File: config.mk
export PLATFORM = sky130hd
export DESIGN_NAME = ordered_list_insert_delete_walk_top
export DESIGN_NICKNAME = d
export VERILOG_FILES = /design/src/sv/olist_pkg.sv /design/src/sv/olist_dp.sv /design/src/sv/olist_ctrl.sv /design/src/sv/ordered_list_insert_delete_walk_top.sv
export SDC_FILE = /design/constraint.sdc
export NUM_CORES = 1
export LEC_CHECK = 0
export ABC_AREA = 1
export BUFFER_PORTS_ARGS = -buffer_cell sky130_fd_sc_hd__buf_2
export CAP_MARGIN = 10
export CORE_MARGIN = 3
export CORE_UTILIZATION = 30
export DETAILED_ROUTE_END_ITERATION = 16
export GPL_TIMING_DRIVEN = 0
export PLACE_DENSITY_LB_ADDON = 0.25
export SYNTH_ARGS = -nofsm -noshare
export SYNTH_HDL_FRONTEND = slang
export SYNTH_SLANG_ARGS = --single-unit
File: constraint.sdc
create_clock -name i_clk -period 5.72 [get_ports i_clk]
set_input_delay 0.286 -clock i_clk [delete_from_list [all_inputs] [get_ports i_clk]]
set_output_delay 0.286 -clock i_clk [all_outputs]
set_load 0.05 [all_outputs]
File: src/sv/olist_pkg.sv
// Shared types and constants for the ordered list block.
`timescale 1ns / 1ps

package olist_pkg;

    localparam int CAPACITY_DEF = 16;
    localparam int VALUE_W      = 32;

    localparam logic [1:0] ACT_INSERT = 2'd0;
    localparam logic [1:0] ACT_DELETE = 2'd1;
    localparam logic [1:0] ACT_WALK   = 2'd2;

    typedef enum logic [1:0] {
        ST_OK        = 2'd0,
        ST_EMPTY     = 2'd1,
        ST_NOT_FOUND = 2'd2,
        ST_FULL      = 2'd3
    } t_status;

    typedef enum logic [2:0] {
        S_IDLE,
        S_DECODE,
        S_DEL_SCAN,
        S_WALK,
        S_RESP
    } t_state;

    // controller -> datapath
    typedef struct packed {
        logic    load_req;
        logic    clr_value;
        logic    set_status;
        t_status status;
        logic    wr_insert;
        logic    wr_shift;
        logic    cnt_inc;
        logic    cnt_dec;
        logic    rd_start;
        logic    advance;
        logic    set_found;
        logic    out_walk;
        logic    out_resp;
    } t_cmd;

    // datapath -> controller
    typedef struct packed {
        logic [1:0] action;
        logic       cnt_zero;
        logic       cnt_full;
        logic       idx_last;
        logic       match;
        logic       found;
        logic       out_free;
    } t_stat;

endpackage

File: src/sv/olist_dp.sv
// Datapath: entry store, count, scan index, request and result registers.
`timescale 1ns / 1ps

module olist_dp #(
    parameter int CAPACITY = olist_pkg::CAPACITY_DEF
) (
    input  logic                               i_clk,
    input  logic                               i_rst_n,
    input  olist_pkg::t_cmd                    i_cmd,
    output olist_pkg::t_stat                   o_stat,
    input  logic [1:0]                         i_action,
    input  logic [olist_pkg::VALUE_W-1:0]      i_value,
    input  logic                               i_out_ready,
    output logic                               o_out_valid,
    output logic [1:0]                         o_out_status,
    output logic [olist_pkg::VALUE_W-1:0]      o_out_item,
    output logic                               o_out_last
);

    localparam int AW = (CAPACITY > 1) ? $clog2(CAPACITY) : 1;
    localparam int CW = $clog2(CAPACITY + 1);
    localparam int VW = olist_pkg::VALUE_W;

    logic [VW-1:0]      r_mem [CAPACITY];
    logic [VW-1:0]      r_rdata;
    logic [AW-1:0]      r_idx;
    logic [AW-1:0]      n_idx;
    logic [CW-1:0]      r_count;
    logic [1:0]         r_action;
    logic [VW-1:0]      r_value;
    olist_pkg::t_status r_status;
    logic               r_found;
    logic               r_out_valid;
    logic [1:0]         r_out_status;
    logic [VW-1:0]      r_out_item;
    logic               r_out_last;

    logic [AW-1:0]      wr_addr;
    logic [VW-1:0]      wr_data;
    logic               wr_en;
    logic               idx_last;

    assign idx_last = ((CW'(r_idx) + CW'(1)) == r_count);

    always_comb begin
        if (i_cmd.rd_start) begin
            n_idx = '0;
        end else if (i_cmd.advance) begin
            n_idx = r_idx + AW'(1);
        end else begin
            n_idx = r_idx;
        end
    end

    assign wr_en   = i_cmd.wr_insert | i_cmd.wr_shift;
    assign wr_addr = i_cmd.wr_shift ? (r_idx - AW'(1)) : r_count[AW-1:0];
    assign wr_data = i_cmd.wr_shift ? r_rdata : r_value;

    always_ff @(posedge i_clk) begin
        if (wr_en) begin
            r_mem[wr_addr] <= wr_data;
        end
        r_rdata <= r_mem[n_idx];
    end

    always_ff @(posedge i_clk) begin
        r_idx <= n_idx;
        if (i_cmd.load_req) begin
            r_action <= i_action;
            r_value  <= i_value;
        end else if (i_cmd.clr_value) begin
            r_value <= '0;
        end
        if (i_cmd.set_status) begin
            r_status <= i_cmd.status;
        end
    end

    always_ff @(posedge i_clk) begin
        if (!i_rst_n) begin
            r_count <= '0;
            r_found <= 1'b0;
        end else begin
            if (i_cmd.cnt_inc) begin
                r_count <= r_count + CW'(1);
            end else if (i_cmd.cnt_dec) begin
                r_count <= r_count - CW'(1);
            end
            if (i_cmd.rd_start) begin
                r_found <= 1'b0;
            end else if (i_cmd.set_found) begin
                r_found <= 1'b1;
            end
        end
    end

    always_ff @(posedge i_clk) begin
        if (!i_rst_n) begin
            r_out_valid <= 1'b0;
        end else if (i_cmd.out_walk | i_cmd.out_resp) begin
            r_out_valid <= 1'b1;
        end else if (i_out_ready) begin
            r_out_valid <= 1'b0;
        end
    end

    always_ff @(posedge i_clk) begin
        if (i_cmd.out_walk) begin
            r_out_status <= olist_pkg::ST_OK;
            r_out_item   <= r_rdata;
            r_out_last   <= idx_last;
        end else if (i_cmd.out_resp) begin
            r_out_status <= r_status;
            r_out_item   <= r_value;
            r_out_last   <= 1'b1;
        end
    end

    assign o_stat.action   = r_action;
    assign o_stat.cnt_zero = (r_count == '0);
    assign o_stat.cnt_full = (r_count == CW'(CAPACITY));
    assign o_stat.idx_last = idx_last;
    assign o_stat.match    = (r_rdata == r_value);
    assign o_stat.found    = r_found;
    assign o_stat.out_free = ~r_out_valid | i_out_ready;

    assign o_out_valid  = r_out_valid;
    assign o_out_status = r_out_status;
    assign o_out_item   = r_out_item;
    assign o_out_last   = r_out_last;

endmodule

File: src/sv/olist_ctrl.sv
// Controller: sequences insert, delete scan with compaction, and walk.
`timescale 1ns / 1ps

module olist_ctrl (
    input  logic             i_clk,
    input  logic             i_rst_n,
    input  logic             i_req_valid,
    output logic             o_req_ready,
    input  olist_pkg::t_stat i_stat,
    output olist_pkg::t_cmd  o_cmd
);

    olist_pkg::t_state r_state;
    olist_pkg::t_state n_state;
    logic              hit;

    assign hit = i_stat.found | i_stat.match;

    always_ff @(posedge i_clk) begin
        if (!i_rst_n) begin
            r_state <= olist_pkg::S_IDLE;
        end else begin
            r_state <= n_state;
        end
    end

    always_comb begin
        n_state = r_state;
        unique case (r_state)
            olist_pkg::S_IDLE: begin
                if (i_req_valid) begin
                    n_state = olist_pkg::S_DECODE;
                end
            end
            olist_pkg::S_DECODE: begin
                unique case (i_stat.action)
                    olist_pkg::ACT_INSERT: n_state = olist_pkg::S_RESP;
                    olist_pkg::ACT_DELETE: begin
                        n_state = i_stat.cnt_zero ? olist_pkg::S_RESP
                                                  : olist_pkg::S_DEL_SCAN;
                    end
                    olist_pkg::ACT_WALK: begin
                        n_state = i_stat.cnt_zero ? olist_pkg::S_RESP
                                                  : olist_pkg::S_WALK;
                    end
                    default: n_state = olist_pkg::S_IDLE;
                endcase
            end
            olist_pkg::S_DEL_SCAN: begin
                if (i_stat.idx_last) begin
                    n_state = olist_pkg::S_RESP;
                end
            end
            olist_pkg::S_WALK: begin
                if (i_stat.out_free && i_stat.idx_last) begin
                    n_state = olist_pkg::S_IDLE;
                end
            end
            olist_pkg::S_RESP: begin
                if (i_stat.out_free) begin
                    n_state = olist_pkg::S_IDLE;
                end
            end
            default: n_state = olist_pkg::S_IDLE;
        endcase
    end

    always_comb begin
        o_cmd        = '0;
        o_cmd.status = olist_pkg::ST_OK;
        o_req_ready  = 1'b0;
        unique case (r_state)
            olist_pkg::S_IDLE: begin
                o_req_ready    = 1'b1;
                o_cmd.load_req = i_req_valid;
            end
            olist_pkg::S_DECODE: begin
                unique case (i_stat.action)
                    olist_pkg::ACT_INSERT: begin
                        o_cmd.set_status = 1'b1;
                        if (i_stat.cnt_full) begin
                            o_cmd.status = olist_pkg::ST_FULL;
                        end else begin
                            o_cmd.wr_insert = 1'b1;
                            o_cmd.cnt_inc   = 1'b1;
                        end
                    end
                    olist_pkg::ACT_DELETE: begin
                        if (i_stat.cnt_zero) begin
                            o_cmd.set_status = 1'b1;
                            o_cmd.status     = olist_pkg::ST_EMPTY;
                        end else begin
                            o_cmd.rd_start = 1'b1;
                        end
                    end
                    olist_pkg::ACT_WALK: begin
                        if (i_stat.cnt_zero) begin
                            o_cmd.set_status = 1'b1;
                            o_cmd.status     = olist_pkg::ST_EMPTY;
                            o_cmd.clr_value  = 1'b1;
                        end else begin
                            o_cmd.rd_start = 1'b1;
                        end
                    end
                    default: ;
                endcase
            end
            olist_pkg::S_DEL_SCAN: begin
                // once the match is passed, each entry moves down one slot
                o_cmd.wr_shift  = i_stat.found;
                o_cmd.set_found = i_stat.match;
                if (i_stat.idx_last) begin
                    o_cmd.set_status = 1'b1;
                    o_cmd.status     = hit ? olist_pkg::ST_OK : olist_pkg::ST_NOT_FOUND;
                    o_cmd.cnt_dec    = hit;
                end else begin
                    o_cmd.advance = 1'b1;
                end
            end
            olist_pkg::S_WALK: begin
                if (i_stat.out_free) begin
                    o_cmd.out_walk = 1'b1;
                    o_cmd.advance  = ~i_stat.idx_last;
                end
            end
            olist_pkg::S_RESP: begin
                o_cmd.out_resp = i_stat.out_free;
            end
            default: ;
        endcase
    end

endmodule

File: src/sv/ordered_list_insert_delete_walk_top.sv
// Top level of the ordered list block: stream ports, controller and datapath.
`timescale 1ns / 1ps

// Holds up to CAPACITY signed 32-bit values in order, in a store with one
// write and one registered read per cycle. A request is taken only when the
// previous one has finished; its results leave through an output register, so
// a waiting result does not block the next request. Delete reads one entry per
// cycle, with search and compaction in a single pass; walk sends one result
// per entry and waits while the output is stalled. The store read port sets
// the pace of delete and walk.

module ordered_list_insert_delete_walk_top #(
    parameter int CAPACITY = olist_pkg::CAPACITY_DEF
) (
    input  logic        i_clk,
    input  logic        i_rst_n,
    input  logic        s_axis_tvalid,
    output logic        s_axis_tready,
    input  logic [31:0] s_axis_tdata,   // [31:0] value
    input  logic [1:0]  s_axis_tuser,   // [1:0] action
    output logic        m_axis_tvalid,
    input  logic        m_axis_tready,
    output logic [31:0] m_axis_tdata,   // [31:0] item
    output logic [1:0]  m_axis_tuser,   // [1:0] status
    output logic        m_axis_tlast
);

    olist_pkg::t_cmd  cmd;
    olist_pkg::t_stat stat;

    olist_ctrl u_ctrl (
        .i_clk       (i_clk),
        .i_rst_n     (i_rst_n),
        .i_req_valid (s_axis_tvalid),
        .o_req_ready (s_axis_tready),
        .i_stat      (stat),
        .o_cmd       (cmd)
    );

    olist_dp #(
        .CAPACITY (CAPACITY)
    ) u_dp (
        .i_clk        (i_clk),
        .i_rst_n      (i_rst_n),
        .i_cmd        (cmd),
        .o_stat       (stat),
        .i_action     (s_axis_tuser),
        .i_value      (s_axis_tdata),
        .i_out_ready  (m_axis_tready),
        .o_out_valid  (m_axis_tvalid),
        .o_out_status (m_axis_tuser),
        .o_out_item   (m_axis_tdata),
        .o_out_last   (m_axis_tlast)
    );

endmodule
== Word-level counts from Yosys, hierarchy flattened ==
Memories as Yosys holds them, arrays and structs flattened. A register that Yosys moved wholly into a read port is not among the register bits.
Cells that the tools add are included.

* Bits in registers: 85
* Bits in writable memories: 512
* Input bits: 38
* Output and inout port bits: 37
* Memories kept: 1

* Add/subtract/negate cells: 5
* Equality and inequality tests: 13
* Mux-type cells: 51
* Bitwise logic cells: 7
* Reduce and logical (&&, ||, !) cells: 11

{| class="wikitable"
|+ Memories
! name !! depth !! bits a word !! rd ports !! clocked after memory_dff !! wr ports !! line !! RTL
|-
| u_dp.r_mem || 16 || 32 || 1 || 1 || 1 || olist_dp.sv:24 || <nowiki>logic [VW-1:0] r_mem [CAPACITY];</nowiki>
|}

{| class="wikitable"
|+ Operators by type and width
! operator !! count
|-
| $mux 32 || 5
|-
| $eq 32x32->1 || 1
|-
| $mux 1 || 25
|-
| $mux 3 || 8
|-
| $pmux 3 s3 || 2
|-
| $mux 4 || 4
|-
| $pmux 3 s5 || 1
|-
| $mux 5 || 2
|-
| $reduce_bool 2->1 || 4
|-
| $eq 3x2->1 const B || 2
|-
| $ne 2x1->1 const B || 3
|-
| $pmux 3 s2 || 1
|-
| $add 4x1->5 const B || 1
|-
| $add 5x1->5 const B || 1
|-
| $eq 5x5->1 || 1
|-
| $eq 5x5->1 const B || 1
|-
| $logic_not 5->1 || 1
|-
| $sub 5x1->5 const B || 1
|-
| $add 4x1->4 const B || 1
|-
| $mux 2 || 2
|-
| $or 1x1->1 || 4
|-
| $reduce_and 4->1 || 1
|-
| $reduce_or 2->1 || 2
|-
| $sub 4x1->4 const B || 1
|-
| other kinds (10) || 12
|}

== Depth between registers and ports, before layout ==
* Depth in word-level cells: 7
* Gate-level depth with buffers: 20
* Mapped depth without buffers: 18

== Hierarchy ==
A second synthesis with hierarchy kept.

* Cells, all modules: 2802
* Area, all modules: 28556.1 um^2

{| class="wikitable"
|+ Modules (own cells, without submodules)
! module !! instances !! cells each !! area each (um^2) !! sequential area each (um^2)
|-
| olist_dp || 1 || 2723 || 28109.5 || 18347.6
|-
| olist_ctrl || 1 || 79 || 446.7 || 60.1
|}

== Worst setup path before layout ==
OpenSTA, ideal clock, no wires.

* Kind: register -> register
* Start: register u_ctrl.r_state[0]
* End: register u_dp.r_value[0] (enable)
* Library setup time: 470 ps
* Arrival time: 3302 ps
* Slack: 1948 ps
* Stages on the path, launching flop included: 5
* Period minus slack after synthesis: 3772 ps
* Cell sequence: dfxtp_1 -> inv_1 -> nor3_1 -> inv_1 -> o31ai_1

* Cells in the longest elaborated chain, start to end: 3
* Elaborated cells on any way between the ends: 5

{| class="wikitable"
|+ RTL lines
! what !! line !! RTL
|-
| start: declaration || olist_ctrl.sv:13 || <nowiki>olist_pkg::t_state r_state;</nowiki>
|-
| start signal: assignment || olist_ctrl.sv:21 || <nowiki>r_state <= olist_pkg::S_IDLE;</nowiki>
|-
| start signal: assignment || olist_ctrl.sv:23 || <nowiki>r_state <= n_state;</nowiki>
|-
| $eq 3x1->1 or $logic_not 3->1 (tied branches) || olist_ctrl.sv:72 || <nowiki>unique case (r_state)</nowiki>
|-
| $mux 1 || olist_ctrl.sv:72 ||
|-
| $reduce_bool 2->1 (no line) * || -- ||
|-
| end signal: assignment || olist_dp.sv:70 || <nowiki>r_value <= i_value;</nowiki>
|-
| end: declaration || olist_dp.sv:30 || <nowiki>logic [VW-1:0] r_value;</nowiki>
|}

Mark *: on every way between the ends. The rest lies on a longest branch, timed or not.
A chain may end at the register's enable or synchronous reset.

== Worst setup path after layout ==
* Start: register u_dp.r_idx[0]
* End: register u_dp.r_rdata[10], read port of u_dp.r_mem

* Cells in the longest elaborated chain, start to end: 7
* Elaborated cells on any way between the ends: 9

{| class="wikitable"
|+ RTL lines
! what !! line !! RTL
|-
| start: declaration || olist_dp.sv:26 || <nowiki>logic [AW-1:0] r_idx;</nowiki>
|-
| start signal: assignment || olist_dp.sv:67 || <nowiki>r_idx <= n_idx;</nowiki>
|-
| $add 4x1->5 || olist_dp.sv:43 || <nowiki>assign idx_last = ((CW'(r_idx) + CW'(1)) == r_count);</nowiki>
|-
| $eq 5x5->1 || olist_dp.sv:43 ||
|-
| $not 1->1 || olist_ctrl.sv:123 || <nowiki>o_cmd.advance = ~i_stat.idx_last;</nowiki>
|-
| $mux 1 || olist_ctrl.sv:121 || <nowiki>if (i_stat.out_free) begin</nowiki>
|-
| $pmux 1 s2 || olist_ctrl.sv:72 ||
|-
| $mux 4 * || olist_dp.sv:48 || <nowiki>end else if (i_cmd.advance) begin</nowiki>
|-
| $mux 4 * || olist_dp.sv:46 || <nowiki>if (i_cmd.rd_start) begin</nowiki>
|-
| end: declaration || olist_dp.sv:25 || <nowiki>logic [VW-1:0] r_rdata;</nowiki>
|}

Marked as above.

==> impl_results.md <==
* Status: complete, no violations
* Post-DRT Antenna Nets at 0
* Commonest non-fill, non-tap cells in the layout: nand3_1 (601), edfxtp_1 (581), inv_1 (555)
* Fillers at 9092
* Slew @ Worst Pin at 0.962 ns
* Initial DRT Pass Iterations at 5
* CP arrival at 4.46 ns
* Final min period at 3.93 ns
* Fin nets at 2981
* Die ar. at 96900 µm²
* Synth Cell Area at 27900 µm²
* Avg Cell Area, Syn at 10.3 µm²
* Largest family of logic cells by synthesized area: simple AND/OR/NAND/NOR gates
* Die Y at 311 µm
* First-iteration detailed-routing DRC count at 1686
* H-Tree Depth at 3
* Synthesized net count at 2756
* Drt total wl at 81700 µm
* Routed vias/inst at 4.54
* Compound-cell area share of the yosys netlist at 0.0196
* WP data required at 6.25 ns
* # Post-CTS Setup Buffers at 0
* Grt total ovfl at 0
* Cts bufs inserted at 69
* Reg clk slew, reported paths at 0.06 ns
* Worst-Skew Late Latency at 0.62 ns
* Distinct cells, synth at 39
* Total track usage at 0.167
* Yosys warning total at 0
* Mux cell area share after synthesis at 0
* PortBufs at 74
* # diodes at 0
* Via Count at 19200
* Post-synth EDFFs at 581
* Seq/Total Area, Yosys at 0.659
* Leakage dissipation at 13.8 nW
* Clock sinks at 629
* Final Max Tran Viols at 0
* Final Util at 0.360
* Non-Filler Instances at 4232
* Async S/R FF share, synth at 0
* Xor-xnor portion of the synthesized cell area at 0.00815
* Placeable core area at 92100 µm²
* Mapped Cells at 2708
* Post-route DRC at 0
* Initial Util at 0.304
* Simple logic cell fraction of the synthesized area at 0.206
* Final GP Congestion at 0.821
* Setup tns final at 0 ns
* Root Driver: clkbuf_16
* Crit. End Element: register
* First-pass GRT wire length at 122000 µm
* Layout area overhead at 18.4%
* Critical-path maximum fanout at 10
* Synth Register Bits at 629
* Final setup vio count at 0
* # IOs at 75
* Initial antenna violation count at 1
* Final Hold Viols at 0
* Dpl cells at 4073
* Worst min path class: in2reg
* RSZ-0062 raised after global routing: false
* # rows at 111
* Max Clock Skew at 0.0215 ns
* Critical path class: reg2reg
* Most common cell after layout, fill and taps aside: nand3_1
* Die width at 311 µm
* Fin worst setup slack at 1.79 ns
* FMAX at 0.254 GHz
* PD cells at 453 nW/µm²
* Crit path launch type: register
* Post-Place Setup Slack at 1.90 ns
* Post-cts gate resize count at 0
* CTS Buffer Depth at 3
* Worst slew margin at 0.359
* CTS tree: built
* Dpl hpwl at 58100 µm
* Ratio of cells with drive above 1 in the final layout at 0.119
* Max Cap Viol at 0
* Period utilization at 0.688
* Peak VDD IR at 0.200 mV
* Most used DFF post-synth: edfxtp_1
* Largest net degree at the start of global routing at 26
* Number of global-route vias before repair at 18900
* Adder-cell share of the synthesized area at 0.00475
* Routed len/inst at 19.3 µm
[per-stage QoR]
step | cell area, µm² | hold WS, ns | power (mW)
final | 33100 | 0.0480 | 15.0
after CTS | 33100 | 0.0107 | 15.0
after global routing | 33100 | 0.0321 | 15.7
after detailed placement | 30600 | 0.459 | 10.7
after global placement | 29900 | 0.458 | 10.7
after floorplan | 27900 | 0.385 | 8.70
[cell families (layout without fill, tap and decap cells)]
logic type	Yosys count	after routing
simple gates	1243	1243
compound gates	99	99
fa+ha+maj	10	10
xor+xnor	26	26
buf+inv	701	982
flops	629	629
[power by group]
| group | leakage, nW | switching [mW] | internal, mW |
|---|---|---|---|
| registers | 5.69 | 0.183 | 5.41 |
| logic | 7.13 | 3.64 | 1.47 |
| clock network | 1.04 | 1.82 | 2.45 |
| total | 13.8 | 5.64 | 9.34 |
[area by class of cell]
type / count / area, µm² / area share
Clock inverter: 32 / 223 / 0.00673
Sequential cell: 629 / 18400 / 0.556
Tap cell: 1243 / 1560 / 0.0470
Buffer: 141 / 783 / 0.0237
Timing Repair Buffer: 154 / 1300 / 0.0393
Multi-Input combinational cell: 1378 / 6800 / 0.206
Inverter: 560 / 2100 / 0.0635
Clock buffer: 95 / 1930 / 0.0582
[critical path, cell delays in order (launching register included)]
cell and delay [ns]:
dfxtp_1 0.50, inv_2 0.14, ha_1 0.35, inv_1 0.08, nand2_1 0.06, nand2_1 0.05
nor2_1 0.10, nand2_1 0.09, nor2_4 0.12, nand2_4 0.10, o21ai_4 0.12, o21ai_1 0.09
a21oi_1 0.53, inv_1 0.52, buf_2 0.40, nand3_1 0.16, nand3_1 0.21, nand2_1 0.22
[synth_stat cells, types with 4 or more instances]
cell type  instances  area share
buf_4             36      0.0097
edfxtp_1         581        0.62
a21oi_1           10      0.0018
nand3_1          601        0.11
nor2_1            66      0.0089
buf_6              7      0.0028
clkbuf_1          40      0.0054
nand3b_1          64       0.017
o21ai_0           75       0.013
o211ai_1           4      0.0011
nand2_1          479       0.064
or2_2             11      0.0025
nor3_1             8      0.0014
xor2_1            12      0.0038
inv_2              4     0.00054
nand4_1            5      0.0011
inv_1            555       0.075
buf_1              5     0.00067
dfxtp_1           48       0.034
xnor2_1           14      0.0044
buf_2             53      0.0095
ha_1               9      0.0040
[flip-flops by register name, summed over array words and instances (netlist names), 2 cells and up]
signal,flops
u_dp.r_mem,512
u_dp.o_out_item,32
u_dp.r_rdata,32
u_dp.r_value,32
u_dp.r_count,5
u_dp.r_idx,4
u_ctrl.r_state,3
u_dp.o_out_status,2
u_dp.r_action,2
u_dp.r_status,2
[per-layer routing]
layer	track usage	vias to the layer above	share of wire
met5	0	-	0
met4	0.0503	0	0.023
met3	0.0210	109	0.058
met2	0.282	526	0.48
met1	0.225	9218	0.44
li1	-	9363	-
[worst paths after layout]
| kind | from | end | slack, ns | cells after the start |
|---|---|---|---|---|
| min | s_axis_tdata[29] | u_dp.r_value[29] | 0.05 | 3 |
| max reg2reg | u_dp.r_idx[0] | u_dp.r_rdata[10] | 1.79 | 17 |
| max | u_dp.r_idx[0] | u_dp.r_rdata[10] | 1.79 | 17 |
| min reg2reg | u_dp.o_out_status[0] | u_dp.o_out_status[0] | 0.47 | 2 |
[repair_timing]
action                                  in CTS  in global routing
endpoints found under the hold margin       32                  0
hold buffers                                32                  0
endpoints found under the setup margin       0                  0
No activity file was read; power rests on OpenSTA's default activity.
